--- config.mk ---
export PLATFORM = sky130hd
export DESIGN_NAME = tent_ctrl
export DESIGN_NICKNAME = d
export VERILOG_FILES = /design/src/rtl/tent_pkg.sv /design/src/rtl/tent_ctrl.sv
export SDC_FILE = /design/constraint.sdc
export NUM_CORES = 1
export LEC_CHECK = 0
export ABC_AREA = 0
export BUFFER_PORTS_ARGS = -buffer_cell sky130_fd_sc_hd__buf_2
export CAP_MARGIN = 10
export CORE_AREA = 2 2 39 41
export DETAILED_ROUTE_END_ITERATION = 6
export DIE_AREA = 0 0 41 43
export PLACE_DENSITY = 0.49
export SYNTH_ARGS = -nofsm -noshare
export SYNTH_HDL_FRONTEND = slang
export SYNTH_SLANG_ARGS = --single-unit
--- constraint.sdc ---
create_clock -name clk -period 1.2 [get_ports clk]
set_clock_uncertainty 0.2 [all_clocks]
set_input_delay 0.06 -clock clk [delete_from_list [all_inputs] [get_ports clk]]
set_output_delay 0.06 -clock clk [all_outputs]
set_load 0.1 [all_outputs]
--- src/rtl/tent_pkg.sv ---
// ----------------------------------------------------------------------------
// tent_pkg
// Shared constants, codes and control types of the trace event nesting
// tracker.
// ----------------------------------------------------------------------------
package tent_pkg;

  // sizes
  localparam int THREAD_SLOTS = 8;
  localparam int SLOT_W       = $clog2(THREAD_SLOTS);
  localparam int STACK_DEPTH  = 16;
  localparam int LVL_W        = $clog2(STACK_DEPTH);
  localparam int CNT_W        = $clog2(STACK_DEPTH + 1);
  localparam int MEM_DEPTH    = THREAD_SLOTS * STACK_DEPTH;
  localparam int ADDR_W       = SLOT_W + LVL_W;
  localparam int TIME_W       = 63;
  localparam int DEPTH_W      = 5;
  localparam int IN_SLOT_W    = 3;

  // configuration register indexes
  localparam int CFG_IDX_W = 2;
  localparam logic [CFG_IDX_W-1:0] CFG_FRAME_START = 2'd0;
  localparam logic [CFG_IDX_W-1:0] CFG_FRAME_END   = 2'd1;

  // controller states
  typedef enum logic [2:0] {
    ST_IDLE   = 3'b001,
    ST_POP    = 3'b010,
    ST_UPDATE = 3'b100
  } state_t;

  // controller to datapath commands
  typedef struct packed {
    logic capture;
    logic pop_step;
    logic commit;
  } ctrl_cmd_t;

  // datapath to controller status
  typedef struct packed {
    logic pop_done;
  } dp_sts_t;

endpackage

--- src/rtl/tent_ctrl.sv ---
// ----------------------------------------------------------------------------
// tent_ctrl
// Sequencer: capture an event, walk the thread stack one level per cycle,
// then commit the update and load the result register.
// ----------------------------------------------------------------------------
module tent_ctrl import tent_pkg::*; (
  input  logic      clk,
  input  logic      rst_n,
  input  logic      in_valid,
  output logic      in_stall,
  output logic      out_valid,
  input  logic      out_stall,
  output ctrl_cmd_t cmd,
  input  dp_sts_t   sts
);

  state_t state_r, state_nxt;
  logic   out_valid_r, out_valid_nxt;
  logic   commit;

  // commit only when the result register is free or being emptied
  assign commit = (state_r == ST_UPDATE) && (!out_valid_r || !out_stall);

  always_comb begin
    cmd.capture  = (state_r == ST_IDLE) && in_valid;
    cmd.pop_step = (state_r == ST_POP);
    cmd.commit   = commit;
  end

  // next state
  always_comb begin
    state_nxt = state_r;
    case (state_r)
      ST_IDLE: begin
        if (in_valid) state_nxt = ST_POP;
      end
      ST_POP: begin
        if (sts.pop_done) state_nxt = ST_UPDATE;
      end
      ST_UPDATE: begin
        if (commit) state_nxt = ST_IDLE;
      end
      default: state_nxt = ST_IDLE;
    endcase
  end

  // result valid flag
  always_comb begin
    out_valid_nxt = out_valid_r;
    if (commit) out_valid_nxt = 1'b1;
    else if (out_valid_r && !out_stall) out_valid_nxt = 1'b0;
  end

  always_ff @(posedge clk) begin
    if (!rst_n) begin
      state_r     <= ST_IDLE;
      out_valid_r <= 1'b0;
    end else begin
      state_r     <= state_nxt;
      out_valid_r <= out_valid_nxt;
    end
  end

  assign in_stall  = (state_r != ST_IDLE);
  assign out_valid = out_valid_r;

endmodule

======== After elaboration in Yosys (flattened, before gate mapping) ========
Cells that the tools add are included.
cells by class
  equal/unequal tests ..................... 7
  multiplexer cells ....................... 6
  reductions and logical operators ........ 8
operators with widths
  cell                                                                    number
  3-bit 2-to-1 mux                                                        3
  3-bit one-hot mux with 3 select lines                                   1
  2-bit != test (second input constant)                                   2
  3-bit by 1-bit equality test with 1-bit output (second input constant)  1
  3-bit by 2-bit equality test with 1-bit output (second input constant)  1
  3-bit equality test (second input constant)                             1
  1-bit logical AND                                                       3
  3-bit by 1-bit != test with 1-bit output (second input constant)        1
  3-bit AND reduction                                                     1
  1-bit logical NOT                                                       2
  1-bit 2-to-1 mux                                                        2
  2-bit by 1-bit != test with 1-bit output (second input constant)        1
  2-bit nonzero test                                                      1
  1-bit logical OR                                                        1
storage, ports and cells
  register bits after elaboration ......... 4
  bits of input ports ..................... 5
  output and inout port bits .............. 5
  word-level logic and storage cells ...... 23

======== Logic depth before layout (Yosys ltp) ========
Gate-level depths: netlist of run 1.
  depth after elaboration ................. 5
  mapped depth ............................ 3
  mapped depth without buffers ............ 2

======== Worst setup path after synthesis of run 1 ========
OpenSTA, ideal clock, no wires.
  path type ............................... register -> output
  from .................................... reg state_r[1]
  to ...................................... out cmd[1] (netlist bit)
  arrival time ............................ 2.620 ns
  data required time ...................... 0.940 ns
  setup slack ............................. -1.680 ns
  stages on the path, launching flop included .. 2
  path buffers ............................ 0
  cell sequence ........................... dfxtp_1 -> nor3b_1
RTL lines
  item                      line             RTL
  start: declaration        tent_ctrl.sv:17  state_t state_r, state_nxt;
  start signal: assignment  tent_ctrl.sv:59  state_r <= state_nxt;
  end: declaration          tent_ctrl.sv:13  output ctrl_cmd_t cmd,

==> flow_summary.yaml, run 1 <==
job:
  drv_cap: 0
logic_synthesis:
  avgSynthCellArea_um2: 8.96
  synthXorXnorAreaFrac_pct: 0
  synth_mux_area_share_pct: 0
  synth.area.top_cells: "dfxtp_1 36%, or3b_1 12%, a21oi_1 6.7%"
  yosysMostFrequentCell: "dfxtp_1"
  synth_seq_cells: 4
  synth_fp_nets: 30
  syn_area_um2: 224
  synth_top_family_by_area: "simple AND/OR/NAND/NOR gates"
  seq_area_frac_synth_pct: 35.8
  synthFlopType: "dfxtp_1"
  yosys.area.top_type_share_pct: 35.8
  synth_compound_area_share_pct: 16.2
  synth-adder-area-share_pct: 0
  synth-edff-count: 0
  synth_warnings: 0
  synth_common_cells: "4 x dfxtp_1, 3 x a21oi_1, 3 x or3b_1"
  synthArstFlopShare_pct: 0
  synth_top_area_cell: "dfxtp_1"
  yosys.area_share.simple_pct: 43.0
  synth_cells: 25
  ys_types: 16
hold_path:
  min_path_type: "in2reg"
finish:
  synthToLayoutAreaGrowth_pct: 156
  diodes: 0
  drive_above_1_share_pct: 70.0
  fin_nets: 56
  fin_area_um2: 573
timing:
  fin_ws_ns: -0.377
  finalCritPeriodShare_pct: 131
  worst_slew_pin_slew_ns: 0.207
  fmax_mhz: 634
  hold_viol: 2
  period_minus_slack_ns: 1.58
  rsz0062_at_grt: "yes"
  maxSlewViolCount: 0
  slew_headroom_pct: 86.1
  finalSetupViolCount: 6
  whs_ns: -0.0875
global_route:
  grt_first_pass_wirelength_um: 1290
  grt_overflow: 0
  antenna_found_initial: 0
  grt_max_degree: 7
  grt_usage_pct: 12.1
  grt_pass1_vias: 316
floorplanning:
  rows: 14
  initial_core_util_pct: 16.2
  design.core.area_um2: 1380
  die_area_um2: 1760
  io_pins: 10
  die_h_um: 43
  die_w_um: 41
worst_setup_path:
  required_ns: 0.94
  start_kind: "flip-flop"
  worstSetupPathType: "reg2out"
  arrival_ns: 1.32
  crit_path_end_kind: "output port"
  cp_max_fo: 3
placement:
  routabilityCongestion: 0.776
  place_area_um2: 413
  place.detailed.hpwl_um: 473
  port_buffers: 9
drt:
  ant_nets: 0
  dr_total_vias: 301
  wl_per_cell_um: 12.4
  wirelength_um: 818
  first_iter_violations: 12
  dr.pass1.iters: 4
  drcViolationCount: 0
  vias_per_cell: 4.56
clock_network:
  clk_pin_slew_ns: 0.04
  clock_latency_ns: 0.24
  cts_hold_buffers: 3
  cts_buffer_depth: 2
  htreeDepth: 1
  cts_made_buffers: 3
  cts_tree: "done"
  root_buffer: "clkbuf_4"
  clock_sinks: 4
outcome:
  outcome: "finished, violations left"
  violations: "negative hold slack, negative setup slack"
power_and_ir_drop:
  power_uw: 550
  p_per_area_nw_per_um2: 960
  p_leak_uw: 0.000230
  peakVddDrop_mv: 0.486
registers in the layout, indices dropped and copies added (netlist names):
signal / cells
out_valid: 1
state_r: 3
worst max-delay path, cell delays in order (launching register included):
cell and delay, ns:
dfxtp_2 0.33, or3b_4 0.41, a21oi_4 0.15, buf_12 0.19
cell type report:
| cell class | instances | area [um2] |
|---|---|---|
| fill | 136 | 811 |
| timing repair buffer | 22 | 248 |
| multi-input combinational | 19 | 185 |
| tap | 16 | 20.0 |
| clock buffer | 4 | 26.3 |
| sequential | 4 | 90.1 |
| inverter | 1 | 3.75 |
cell usage in the layout (no fill, tap or decap):
cell           instances
and3b_1                1
nand2_1                1
inv_1                  1
dfxtp_4                2
clkbuf_1               1
a21oi_4                1
clkbuf_4               3
buf_4                  4
nand3b_1               2
nand2b_1               2
buf_6                  6
o21ai_0                1
dfxtp_2                2
or3b_4                 3
a21oi_2                2
nor2_4                 1
a21boi_1               1
buf_12                 5
o311ai_2               1
nand4b_1               1
and4b_1                1
buf_2                  4
nor3b_4                1
dlygate4sd3_1          3
routing by layer:
| layer | vias up | track usage (%) | part of all wire [%] |
|---|---|---|---|
| li1 | 143 | - | - |
| met1 | 147 | 9.35 | 37 |
| met2 | 9 | 20.0 | 57 |
| met3 | 2 | 4.71 | 3.8 |
| met4 | 0 | 12.0 | 2.6 |
| met5 | - | 0 | 0 |
final timing paths:
kind	start	endpoint	slack (ns)	cells after the start
max	state_r[1]	cmd[0]	-0.38	3
min	out_stall	out_valid	-0.09	3
max reg2reg	state_r[1]	state_r[1]	-0.22	5
min reg2reg	out_valid	out_valid	0.32	2
through the flow:
stage	hold slack, ns	worst slack [ns]	cells	utilization (%)	TNS [ns]
floorplan	-0.0624	-0.525	25	-	-1.01
global placement	0.0929	-0.156	54	29.8	-0.463
detailed placement	0.105	-0.166	54	29.8	-0.514
CTS	-0.0933	-0.371	65	39.9	-1.60
global route	-0.0997	-0.410	66	41.4	-1.88
finish	-0.0875	-0.377	66	41.4	-1.60
power by group:
part           switching [uW]  internal (uW)
registers                6.91            138
clock network            63.1            125
logic                     118           98.8
logic make-up (layout without fill, tap and decap cells):
family	count (synthesis)	count (layout)
AO/OA/AOI/OAI	6	6
buffers and inverters	2	27
flip-flops	4	4
AND/OR/NAND/NOR	13	13
repair_timing:
item,CTS,global route
resized for setup,13,7
cloned,0,0
setup endpoints to repair,6,8
setup buffers,5,4
pin swaps,6,3
endpoints found under the hold margin,4,2
(Power assumes the default switching activity.)
==> run 2, diff against run 1 <==
--- a/config.mk
+++ b/config.mk
@@ -6,12 +6,13 @@
 export NUM_CORES = 1
 export LEC_CHECK = 0
 export ABC_AREA = 0
-export BUFFER_PORTS_ARGS = -buffer_cell sky130_fd_sc_hd__buf_2
 export CAP_MARGIN = 10
 export CORE_AREA = 2 2 39 41
+export CTS_BUF_LIST = sky130_fd_sc_hd__clkbuf_16
 export DETAILED_ROUTE_END_ITERATION = 6
 export DIE_AREA = 0 0 41 43
-export PLACE_DENSITY = 0.49
+export DONT_BUFFER_PORTS = 1
+export PLACE_DENSITY = 0.42
 export SYNTH_ARGS = -nofsm -noshare
 export SYNTH_HDL_FRONTEND = slang
 export SYNTH_SLANG_ARGS = --single-unit
==> flow_summary.yaml, run 2 (synthesized netlist as in run 1, its figures left out) <==
placement:
  port_buffers: 0
  place.detailed.hpwl_um: 476
  pre_cts_slack_ns: -0.161
  routabilityCongestion: 0.667
worst_setup_path:
  crit_path_end_kind: "output port"
  required_ns: 0.94
  worstSetupPathType: "reg2out"
  arrival_ns: 1.30
  start_kind: "flip-flop"
  cp_max_fo: 3
drt:
  dr_total_vias: 258
  top_layer_used: "met3"
  ant_nets: 0
  wirelength_um: 644
  first_iter_violations: 1
  wl_per_cell_um: 10.7
  met1Wirelength_um: 264
  dr.pass1.iters: 2
  vias_per_cell: 4.30
  met2WireLength_um: 338
  drcViolationCount: 0
  dr_wl_met3_um: 40
timing:
  finalSetupViolCount: 6
  period_minus_slack_ns: 1.56
  fin_ws_ns: -0.357
  whs_ns: 0.117
  finalCritPeriodShare_pct: 130
  maxSlewViolCount: 0
  worst_slew_pin_slew_ns: 0.277
  rsz0062_at_grt: "yes"
  hold_viol: 0
  slew_headroom_pct: 81.7
  fmax_mhz: 642
global_route:
  grt_usage_pct: 9.11
  grt_overflow: 0
  grt_pass1_vias: 302
  antenna_found_initial: 0
  grt_max_degree: 6
  grt_first_pass_wirelength_um: 1080
floorplanning:
  die_area_um2: 1760
  rows: 14
  die_h_um: 43
  initial_core_util_pct: 16.2
  die_w_um: 41
  design.core.area_um2: 1380
  io_pins: 10
power_and_ir_drop:
  peakVddDrop_mv: 0.477
  p_leak_uw: 0.000220
  p_per_area_nw_per_um2: 1570
finish:
  mostFrequentLayoutCell: "buf_4"
  largest_register_ffs: 3
  multi_input_area_um2: 171
  regArea_um2: 92.6
  diodes: 0
  n_fill_cell: 138
  drive_above_1_share_pct: 56.8
  fin_nets: 50
  top_register: "state_r"
  utilization_pct: 39.8
  synthToLayoutAreaGrowth_pct: 146
  layout_common_cells: "7 x buf_4, 4 x dlygate4sd3_1, 4 x buf_12"
clock_network:
  cts_tree: "done"
  clk_pin_slew_ns: 0.03
  htreeDepth: 1
  clock_latency_ns: 0.22
  cts_made_buffers: 3
  cts_buffer_depth: 2
  clock_sinks: 4
  root_buffer: "clkbuf_16"
outcome:
  outcome: "finished, violations left"
  violations: "negative setup slack"
hold_path:
  min_path_type: "in2out"
job:
  drv_cap: 0
-- run 2: cell types whose count changed in the layout (fill, tap and decap cells not counted), sizes merged --
cell,previous run,this run
inv,1,2
dlygate4sd3,3,4
buf,19,12
clkbuf,4,3
-- run 2: final timing paths --
check | to | slack, ns | from | depth (start not counted)
min | cmd[0] | 0.12 | out_stall | 2
max reg2reg | state_r[1] | -0.13 | state_r[0] | 4
min reg2reg | out_valid | 0.31 | out_valid | 2
max | cmd[0] | -0.36 | state_r[0] | 3
-- run 2: metal layers --
metal,vias up,GRT usage (%)
li1,129,-
met1,122,10.5
met2,7,13.1
met3,0,2.09
met4,0,8.00
met5,-,0
-- run 2: timing repair --
action	CTS	global route
hold buffers	4	0
setup buffers	2	0
pin swaps	7	1
endpoints found under the hold margin	4	0
gates resized for setup	7	2
endpoints found under the setup margin	6	7
-- run 2: power by group --
part / internal, uW / leakage [uW] / switching (uW)
logic: 87.6 / 0.000143 / 109
registers: 137 / 0.0000348 / 5.99
clock network: 430 / 0.0000423 / 93.5
total: 654 / 0.000220 / 209
-- run 2: area by class of cell --
cell class                      count  area share (%)
Multi-Input combinational cell     19            31.1
Clock buffer                        3            13.6
Sequential cell                     4            16.8
Tap cell                           16            3.64
Timing Repair Buffer               16            33.4
Inverter                            1           0.682
Clock inverter                      1           0.682
-- run 2: through the flow --
stage / power (uW) / cells / area, um2 / setup TNS [ns]
2_1_floorplan: 255 / 25 / 265 / -1.01
3_3_place_gp: 302 / 50 / 383 / -0.441
3_5_place_dp: 303 / 50 / 383 / -0.483
4_1_cts: 876 / 60 / 544 / -1.50
5_1_grt: 894 / 60 / 551 / -1.63
6_report: 863 / 60 / 551 / -1.45
-- run 2: worst max-delay path: stages (launching register included) --
cell     delay [ns]
dfxtp_4        0.34
or3b_4         0.41
a21oi_4        0.14
buf_12         0.19
